<file path="config.mk">
export PLATFORM = sky130hd
export DESIGN_NAME = gl7_stencil_alu
export DESIGN_NICKNAME = d
export VERILOG_FILES = /design/src/sv/gl7_pkg.sv /design/src/sv/gl7_stencil_alu.sv
export SDC_FILE = /design/constraint.sdc
export NUM_CORES = 2
export LEC_CHECK = 0
export BUFFER_PORTS_ARGS = -buffer_cell sky130_fd_sc_hd__buf_2
export CAP_MARGIN = 10
export CORE_ASPECT_RATIO = 0.75
export CORE_UTILIZATION = 58
export CTS_CLUSTER_SIZE = 12
export DETAILED_ROUTE_END_ITERATION = 8
export GPL_TIMING_DRIVEN = 0
export PLACE_DENSITY = 0.74
export SLEW_MARGIN = 30
export SYNTH_ARGS = -nofsm -noshare
export SYNTH_HDL_FRONTEND = slang
export SYNTH_SLANG_ARGS = --single-unit
export TNS_END_PERCENT = 10
</file>
<file path="constraint.sdc">
create_clock -name clock -period 28.7 [get_ports clock]
set_input_delay 5.74 -clock clock [delete_from_list [all_inputs] [get_ports clock]]
set_output_delay 5.74 -clock clock [all_outputs]
set_load 0.01 [all_outputs]
</file>
<file path="src/sv/gl7_pkg.sv">
// shared types and constants of the seven-point laplacian grid block
package gl7_pkg;

   // field widths
   localparam int DATA_BITS      = 32;
   localparam int POS_BITS       = 5;
   localparam int EXT_BITS       = 5;
   localparam int INV_BITS       = 32;
   localparam int OP_BITS        = 2;
   localparam int CSR_INDEX_BITS = 3;
   localparam int CSR_DATA_BITS  = 32;

   // grid geometry
   localparam int MAX_EXTENT = 30;
   localparam int SIDE       = MAX_EXTENT + 2;
   localparam int CELLS      = SIDE * SIDE * SIDE;
   localparam int ADDR_BITS  = $clog2(CELLS);

   // reset values of the control registers
   localparam int          EXTENT_RESET = 30;
   localparam logic [31:0] INV_RESET    = 32'd65536;

   // arithmetic widths
   localparam int VALUE_BITS = 32;
   localparam int SAT_BITS   = (VALUE_BITS < DATA_BITS) ? VALUE_BITS : DATA_BITS;
   localparam int DIFF_BITS  = DATA_BITS + 2;
   localparam int HALF_BITS  = INV_BITS / 2;
   localparam int PROD_BITS  = DIFF_BITS + HALF_BITS + 1;
   localparam int ACC_BITS   = PROD_BITS + 2;

   // clamp bounds of the laplacian sum
   localparam logic signed [ACC_BITS-1:0] SAT_HI =
      {{(ACC_BITS - SAT_BITS + 1){1'b0}}, {(SAT_BITS - 1){1'b1}}};
   localparam logic signed [ACC_BITS-1:0] SAT_LO = ~SAT_HI;

   // multiply steps of one laplacian: two halves per axis
   localparam int SLOT_BITS    = 3;
   localparam int MUL_STEPS    = 6;
   localparam int MUL_CNT_BITS = 3;

   typedef enum logic [OP_BITS-1:0] {
      OP_WRITE   = 2'd0,
      OP_READ    = 2'd1,
      OP_LAPLACE = 2'd2
   } opcode_type;

   typedef enum logic [CSR_INDEX_BITS-1:0] {
      CSR_EXTENT_X = 3'd0,
      CSR_EXTENT_Y = 3'd1,
      CSR_EXTENT_Z = 3'd2,
      CSR_INV_X    = 3'd3,
      CSR_INV_Y    = 3'd4,
      CSR_INV_Z    = 3'd5
   } csr_index_type;

   // order in which the stencil cells are read
   typedef enum logic [SLOT_BITS-1:0] {
      SLOT_C  = 3'd0,
      SLOT_XL = 3'd1,
      SLOT_XR = 3'd2,
      SLOT_YL = 3'd3,
      SLOT_YR = 3'd4,
      SLOT_ZL = 3'd5,
      SLOT_ZR = 3'd6
   } slot_type;

   typedef enum logic [1:0] {
      AXIS_X = 2'd0,
      AXIS_Y = 2'd1,
      AXIS_Z = 2'd2
   } axis_type;

   // single port memory request
   typedef struct packed {
      logic                 en;
      logic                 we;
      logic [ADDR_BITS-1:0] addr;
      logic [DATA_BITS-1:0] wdata;
   } mem_req_type;

   // sequencer controls of the stencil unit
   typedef struct packed {
      logic     start;
      logic     data_valid;
      slot_type data_slot;
      logic     mul_en;
      axis_type mul_axis;
      logic     mul_hi;
   } alu_ctrl_type;

endpackage

</file>
<file path="src/sv/gl7_stencil_alu.sv">
// second differences, shared multiplier and accumulator of the laplacian
module gl7_stencil_alu (
   input  logic                          clock,
   input  logic                          reset,
   input  gl7_pkg::alu_ctrl_type         ctrl,
   input  logic [gl7_pkg::DATA_BITS-1:0] rd_data,
   input  logic [gl7_pkg::INV_BITS-1:0]  inv_x,
   input  logic [gl7_pkg::INV_BITS-1:0]  inv_y,
   input  logic [gl7_pkg::INV_BITS-1:0]  inv_z,
   output logic [gl7_pkg::DATA_BITS-1:0] lap_value,
   output logic                          lap_sat
);
   import gl7_pkg::*;

   localparam logic signed [PROD_BITS:0] ROUND_BIAS =
      (PROD_BITS + 1)'(1) <<< (HALF_BITS - 1);

   logic signed [DIFF_BITS-1:0] nb;
   logic signed [DIFF_BITS-1:0] neg_c2_ff, neg_c2_in;
   logic signed [DIFF_BITS-1:0] dx_ff, dx_in;
   logic signed [DIFF_BITS-1:0] dy_ff, dy_in;
   logic signed [DIFF_BITS-1:0] dz_ff, dz_in;
   logic signed [DIFF_BITS-1:0] diff_prev;
   logic signed [DIFF_BITS-1:0] diff_sum;
   logic                        diff_first;

   logic signed [DIFF_BITS-1:0] mul_d;
   logic [INV_BITS-1:0]         mul_inv;
   logic signed [HALF_BITS:0]   mul_k;
   logic signed [PROD_BITS-1:0] prod_ff, prod_in;
   logic                        prod_valid_ff;
   logic                        prod_hi_ff;

   logic signed [PROD_BITS:0]   prod_round;
   logic signed [PROD_BITS:0]   lo_term;
   logic signed [ACC_BITS-1:0]  acc_add;
   logic signed [ACC_BITS-1:0]  acc_ff, acc_in;
   logic signed [ACC_BITS-1:0]  clamped;

   // neighbor value widened to the difference width
   assign nb = {{(DIFF_BITS - DATA_BITS){rd_data[DATA_BITS-1]}}, rd_data};

   // the left neighbor of an axis starts from minus twice the center
   always_comb begin
      diff_first = 1'b0;
      diff_prev  = dx_ff;
      case (ctrl.data_slot)
         SLOT_XL: diff_first = 1'b1;
         SLOT_XR: diff_prev  = dx_ff;
         SLOT_YL: diff_first = 1'b1;
         SLOT_YR: diff_prev  = dy_ff;
         SLOT_ZL: diff_first = 1'b1;
         SLOT_ZR: diff_prev  = dz_ff;
         default: diff_prev  = dx_ff;
      endcase
   end

   assign diff_sum = nb + (diff_first ? neg_c2_ff : diff_prev);

   // one difference update per arriving beat of read data
   always_comb begin
      neg_c2_in = neg_c2_ff;
      dx_in     = dx_ff;
      dy_in     = dy_ff;
      dz_in     = dz_ff;
      if (ctrl.data_valid) begin
         case (ctrl.data_slot)
            SLOT_C:           neg_c2_in = -(nb <<< 1);
            SLOT_XL, SLOT_XR: dx_in     = diff_sum;
            SLOT_YL, SLOT_YR: dy_in     = diff_sum;
            SLOT_ZL, SLOT_ZR: dz_in     = diff_sum;
            default:          neg_c2_in = neg_c2_ff;
         endcase
      end
   end

   // shared multiplier: difference times one 16-bit half of the spacing term
   always_comb begin
      case (ctrl.mul_axis)
         AXIS_X: begin
            mul_d   = dx_ff;
            mul_inv = inv_x;
         end
         AXIS_Y: begin
            mul_d   = dy_ff;
            mul_inv = inv_y;
         end
         AXIS_Z: begin
            mul_d   = dz_ff;
            mul_inv = inv_z;
         end
         default: begin
            mul_d   = dx_ff;
            mul_inv = inv_x;
         end
      endcase
   end

   assign mul_k   = ctrl.mul_hi ? signed'({1'b0, mul_inv[INV_BITS-1:HALF_BITS]})
                                : signed'({1'b0, mul_inv[HALF_BITS-1:0]});
   assign prod_in = mul_d * mul_k;

   // low half rounds to nearest with ties up, high half adds as it is
   assign prod_round = (PROD_BITS + 1)'(prod_ff) + ROUND_BIAS;
   assign lo_term    = prod_round >>> HALF_BITS;
   assign acc_add    = prod_hi_ff ? ACC_BITS'(prod_ff) : ACC_BITS'(lo_term);

   always_comb begin
      acc_in = acc_ff;
      if (ctrl.start) begin
         acc_in = '0;
      end else if (prod_valid_ff) begin
         acc_in = acc_ff + acc_add;
      end
   end

   // clamp the finished sum
   always_comb begin
      lap_sat = 1'b0;
      clamped = acc_ff;
      if (acc_ff > SAT_HI) begin
         clamped = SAT_HI;
         lap_sat = 1'b1;
      end else if (acc_ff < SAT_LO) begin
         clamped = SAT_LO;
         lap_sat = 1'b1;
      end
   end

   assign lap_value = clamped[DATA_BITS-1:0];

   // control registers
   always_ff @(posedge clock) begin
      if (reset) begin
         prod_valid_ff <= 1'b0;
      end else begin
         prod_valid_ff <= ctrl.mul_en;
      end
   end

   // datapath registers
   always_ff @(posedge clock) begin
      neg_c2_ff  <= neg_c2_in;
      dx_ff      <= dx_in;
      dy_ff      <= dy_in;
      dz_ff      <= dz_in;
      prod_ff    <= prod_in;
      prod_hi_ff <= ctrl.mul_hi;
      acc_ff     <= acc_in;
   end

endmodule

</file>
=== After elaboration in Yosys (flattened, before gate mapping) ===
Cells that the tools add are included.

* Flip-flop bits (word level): 242
* Bits of input ports: 139
* Output and inout bits: 33

* Add/sub/neg operators: 4
* $mul: 1
* Order comparisons: 2
* Eq/ne operators: 8
* Muxes and demuxes: 11
* Reductions and logical operators: 9

{| class="wikitable"
|+ Operators by type and width
! cell !! number
|-
| $pmux 34 s2 || 2
|-
| $mux 32 || 2
|-
| $pmux 32 s2 || 1
|-
| $add 53x53->53 || 1
|-
| $gt 53x32->1 const B || 1
|-
| $lt 53x32->1 const B || 1
|-
| $mux 53 || 1
|-
| $add 51x17->52 const B || 1
|-
| $mul 34x17->51 || 1
|-
| $add 32x34->34 || 1
|-
| $mux 34 || 1
|-
| $neg 33->34 || 1
|-
| $mux 16 || 1
|-
| $eq 3x3->1 const B || 3
|-
| $reduce_and 2->1 || 4
|-
| $eq 3x2->1 const B || 2
|-
| $reduce_or 2->1 || 3
|-
| $eq 3x1->1 const B || 1
|-
| $logic_not 3->1 || 1
|-
| $mux 1 || 3
|-
| $reduce_or 3->1 || 1
|-
| $eq 2x1->1 const B || 1
|-
| $eq 2x2->1 const B || 1
|}

=== Depth between registers and ports, before layout ===
* Depth after elaboration: 5
* Depth in mapped cells: 32

=== Worst setup path before layout ===
OpenSTA, ideal clock, no wires.

* Path type: input -> register
* From: in ctrl[0] (netlist bit)
* To: reg prod_ff[47]
* Arrival time: 13.083 ns
* Setup slack: 15.486 ns
* Stages on the path: 27
* Cell sequence: clkbuf_1 -> buf_1 -> mux2_2 -> a21oi_1 -> clkbuf_1 -> nor2_1 -> fa_1 -> inv_1 -> fa_1 -> fa_1 -> inv_1 -> fa_1 -> fa_1 -> inv_1 -> fa_1 -> inv_1 -> ha_1 -> clkbuf_1 -> a21oi_1 -> o21ai_1 -> a221o_1 -> a21o_1 -> a21o_1 -> a211o_1 -> a21oi_1 -> o31ai_1 -> xor2_1

* Longest elaborated chain between the ends: 2

{| class="wikitable"
|+ RTL lines
! element !! line !! RTL
|-
| from (decl) || gl7_stencil_alu.sv:5 || <nowiki>input gl7_pkg::alu_ctrl_type ctrl,</nowiki>
|-
| $mux 16 || gl7_stencil_alu.sv:99 || <nowiki>assign mul_k = ctrl.mul_hi ? signed'({1'b0, mul_inv[INV_BITS-1:HALF_BITS]})</nowiki>
|-
| $mul 34x17->51 || gl7_stencil_alu.sv:101 || <nowiki>assign prod_in = mul_d * mul_k;</nowiki>
|-
| via prod_in[47] || gl7_stencil_alu.sv:30 || <nowiki>logic signed [PROD_BITS-1:0] prod_ff, prod_in;</nowiki>
|-
| to (signal assigned) || gl7_stencil_alu.sv:147 || <nowiki>prod_ff <= prod_in;</nowiki>
|-
| to (decl) || gl7_stencil_alu.sv:30 ||
|}

The timed path passes the listed nets, and every way through them passes these cells.
A chain may end at the register's enable or synchronous reset.

=== Worst setup path in the final report ===
* From: in ctrl[1] (netlist bit)
* To: reg prod_ff[47]

* Longest elaborated chain between the ends: 4
* Elaborated cells between the ends (all ways): 6

{| class="wikitable"
|+ RTL lines
! element !! line !! RTL
|-
| $eq 2x2->1 / $eq 2x1->1 (equally long branches) || gl7_stencil_alu.sv:79 || <nowiki>case (ctrl.mul_axis)</nowiki>
|-
| $pmux 32 s2 || gl7_stencil_alu.sv:79 ||
|-
| $mux 16 || gl7_stencil_alu.sv:99 ||
|-
| $mul 34x17->51 (*) || gl7_stencil_alu.sv:101 ||
|-
| via prod_in[47] || gl7_stencil_alu.sv:30 ||
|}

The timed path passes the listed nets; every way through them passes the cells marked *.

==> results by group <==
Worst hold path
  • HP Class: flop to flop
  • Hold Path Depth: 2

Die
  • Die width: 285.0 um
  • Core ar.: 59,150 um2
  • Site Rows: 77
  • Io pins: 172
  • Die area: 61,080 um2
  • Die Y: 214.3 um
  • Initial core utilization: 0.5891

Timing
  • Count of pins over their slew limit: 0
  • Setup TNS: 0 ps
  • Max Clock Freq: 0.06578 GHz
  • RSZ-0062 raised after global routing: false
  • Count of final setup violators: 0
  • Tmin final: 15,200 ps
  • Final worst-path cycle share: 0.5297
  • Worst-Margin Slew: 1149 ps
  • Final hold vios: 0
  • Max-slew headroom: 0.2340
  • Skew final: 20.48 ps

Clocking
  • CTS tree: yes
  • Post-CTS Setup Bufs: 0
  • H-tree levels: 1
  • CTS buffer count: 29
  • CTS resizes: 0
  • Clock sink total: 241
  • Hold-fix buffers, CTS: 0
  • Clk Tree Root Cell: clkbuf_16
  • Clk_lat worst skew: 600 ps
  • Bufs on Longest Clock Path: 3
  • Clock transition at path regs: 60 ps

Critical path
  • Startpoint Class: input port
  • Reg2reg path depth: 23
  • Flop2flop setup slack: 20,500 ps
  • Slowest stage delay, CP: 750 ps
  • CP endpoint kind: flop
  • CP endpoint: prod_ff[47]$_DFF_P_
  • Worst R2R Start: dz_ff[17]$_DFFE_PP_
  • Crit path kind: input port to flop
  • Data arrival, critical path: 15,720 ps
  • CP max FO: 10
  • Crit-path most repeated cell: fa_1
  • CP Data Required Time: 29,210 ps
  • Highest-delay cell along the critical path: buf_1
  • Crit. Startpoint: ctrl[1]
  • Reg-to-Reg End: prod_ff[47]$_DFF_P_

Detailed routing
  • Drt pass-1 iters: 6
  • Detailed router's first-iteration violation count: 3,367
  • Routed WL: 106.3 mm
  • Drt drc: 0
  • Wire per inst: 21.34 um
  • Via Count: 29,926
  • DR vias/cell: 6.008
  • Antenna-violating nets left: 0

Yosys
  • Warning count from the yosys run: 0
  • Syn nets: 4,829
  • Post-synth EDFFs: 135
  • Post-synthesis sequential area ratio: 0.1772
  • Netlist cell types: 85
  • Post-synth ARST share: 0
  • Gate Count Post-Synth: 3,961
  • Syn avg cell area: 8.798 um2
  • Synthesis-stage register bit count: 241
  • Ys flop type: edfxtp_1
  • Cell Area, Synth: 34,850 um2

Place
  • Final GP Congestion: 0.9995
  • Placed wire-length estimate: 87.32 mm
  • Number of port buffers: 170

Global route
  • Met2 Track Usage GR: 0.5042
  • Grt met3 use: 0.1248
  • Initial antenna violation count: 4
  • Total GRT Usage: 0.3543
  • Met1 Usage GRT: 0.5086
  • Most Used Layer, Global Route: met1
  • Vias in the first global route: 30,031
  • GR Overflow Total: 0
  • Global-route wire length before repair: 167.2 mm
  • Maximum number of pins on one net before global-route repair: 23

Flow run
  • Max-Cap Viols: 0

Layout
  • Area Overhead vs Synth: 8.567%
  • Final #Nets: 5,038
  • # fillers: 5,073
  • Layout cell share with drive strength beyond 1: 0.07612
  • Number of diodes: 0

Status
  • Status: completed
sequential cells by signal (all words and copies together), names as in the netlist:
signal,cells
dz_ff,34
dy_ff,34
acc_ff,53
prod_hi_ff,1
prod_valid_ff,1
dx_ff,34
neg_c2_ff,33
prod_ff,51
cells by family (layout without fill, tap and decap cells):
family                     Yosys count  count (layout)  synth area share
DFF                                241             241            0.1772
muxes                               78              78           0.02660
buffers and inverters              827            1057           0.08962
xor gates and xnor gates           165             165           0.04147
AOI/OAI and AO/OA                  675             675            0.1359
and+or+nand+nor                   1246            1246            0.1556
adders and majority gates          729             729            0.3735
area by class of cell:
class / instances / area [um2] / share of cell area
Inverter: 642 / 2410 / 0.06369
Buffer: 185 / 721.9 / 0.01908
Sequential cell: 241 / 6176 / 0.1632
Clock inverter: 16 / 156.4 / 0.004134
Tap cell: 790 / 988.4 / 0.02613
Clock buffer: 36 / 794.5 / 0.02100
Multi-Input combinational cell: 2893 / 25610 / 0.6770
Timing Repair Buffer: 178 / 974.7 / 0.02576
layer usage:
metal / vias to the layer above / wire length (um)
met3: 225 / 14940
li1: 13383 / -
met1: 14696 / 44610
met4: 0 / 3135
met2: 1622 / 43630
met5: - / 0
critical path, delay by kind of cell:
kind | cells | cell delay (ps)
xor+xnor | 1 | 180
compound gates | 7 | 2300
simple gates | 3 | 800
fa+ha+maj | 8 | 3610
buf+inv | 10 | 3070
synthesized netlist by cell type, types with 7 or more instances:
library cell / instances / area [um2]
a211o_1: 8 / 70.07
a211oi_1: 29 / 217.7
a21o_1: 99 / 743.2
a21oi_1: 111 / 555.5
a221o_1: 12 / 120.1
a221oi_1: 13 / 113.9
a22o_1: 23 / 201.4
a22oi_1: 39 / 292.8
a31oi_1: 20 / 125.1
and2_1: 26 / 162.7
and3_1: 30 / 187.7
and4_1: 7 / 61.31
buf_1: 19 / 71.32
clkbuf_1: 160 / 600.6
dfxtp_1: 106 / 2122
edfxtp_1: 135 / 4054
fa_1: 519 / 10390
ha_1: 210 / 2628
inv_1: 640 / 2402
mux2i_1: 60 / 600.6
mux4_2: 11 / 247.7
nand2_1: 589 / 2211
nand2b_1: 16 / 100.1
nand3_1: 57 / 285.3
nand3b_1: 11 / 82.58
nand4_1: 31 / 193.9
nor2_1: 346 / 1299
nor2b_1: 14 / 87.58
nor3_1: 47 / 235.2
nor3b_1: 8 / 60.06
nor4_1: 15 / 93.84
o211ai_1: 14 / 105.1
o21a_1: 52 / 390.4
o21ai_0: 123 / 615.6
o21ai_1: 14 / 70.07
o21bai_1: 18 / 135.1
o221a_2: 25 / 281.5
o31ai_1: 14 / 105.1
or2_2: 11 / 68.82
or3_1: 9 / 56.30
or4_1: 12 / 90.09
xnor2_1: 104 / 910.9
xor2_1: 61 / 534.3
cell usage in the layout, fill, tap and decap left out, types with 29 or more instances in the layout:
cell	n
clkbuf_1	158
dfxtp_1	106
a22oi_1	39
edfxtp_1	135
ha_1	210
nand3_1	57
a211oi_1	29
fa_1	519
buf_2	175
o21a_1	52
o21ai_0	121
nor2_1	343
xnor2_1	104
a21oi_1	107
mux2i_1	60
inv_1	640
nand4_1	31
and3_1	30
nand2_1	589
xor2_1	61
clkbuf_16	30
nor3_1	46
a21o_1	99
per-stage QoR:
stage / util / instances / hold WS (ps) / setup WS [ps] / cell area (um2)
finish: 0.6396 / 4981 / 503.8 / 13500 / 37830
global route: 0.6396 / 4981 / 531.0 / 13110 / 37830
CTS: 0.6393 / 4981 / 507.0 / 13800 / 37820
detailed placement: 0.6232 / 4929 / 498.5 / 13200 / 36860
floorplan: - / 3961 / 458.7 / 15490 / 34850
global placement: 0.6202 / 4921 / 491.2 / 12840 / 36690
worst min-delay path by stage:
stage | startpoint | to | slack [ps]
after floorplan | acc_ff[10]$_SDFFE_PP0P_ | acc_ff[10]$_SDFFE_PP0P_ | 460
after global placement | acc_ff[14]$_SDFFE_PP0P_ | acc_ff[14]$_SDFFE_PP0P_ | 490
after detailed placement | acc_ff[14]$_SDFFE_PP0P_ | acc_ff[14]$_SDFFE_PP0P_ | 500
after CTS | acc_ff[14]$_SDFFE_PP0P_ | acc_ff[14]$_SDFFE_PP0P_ | 510
after global routing | acc_ff[14]$_SDFFE_PP0P_ | acc_ff[14]$_SDFFE_PP0P_ | 530
final | acc_ff[14]$_SDFFE_PP0P_ | acc_ff[14]$_SDFFE_PP0P_ | 500
Power is not shown: default switching activity piles up to over one toggle a cycle in this logic, so the estimate is an artifact.
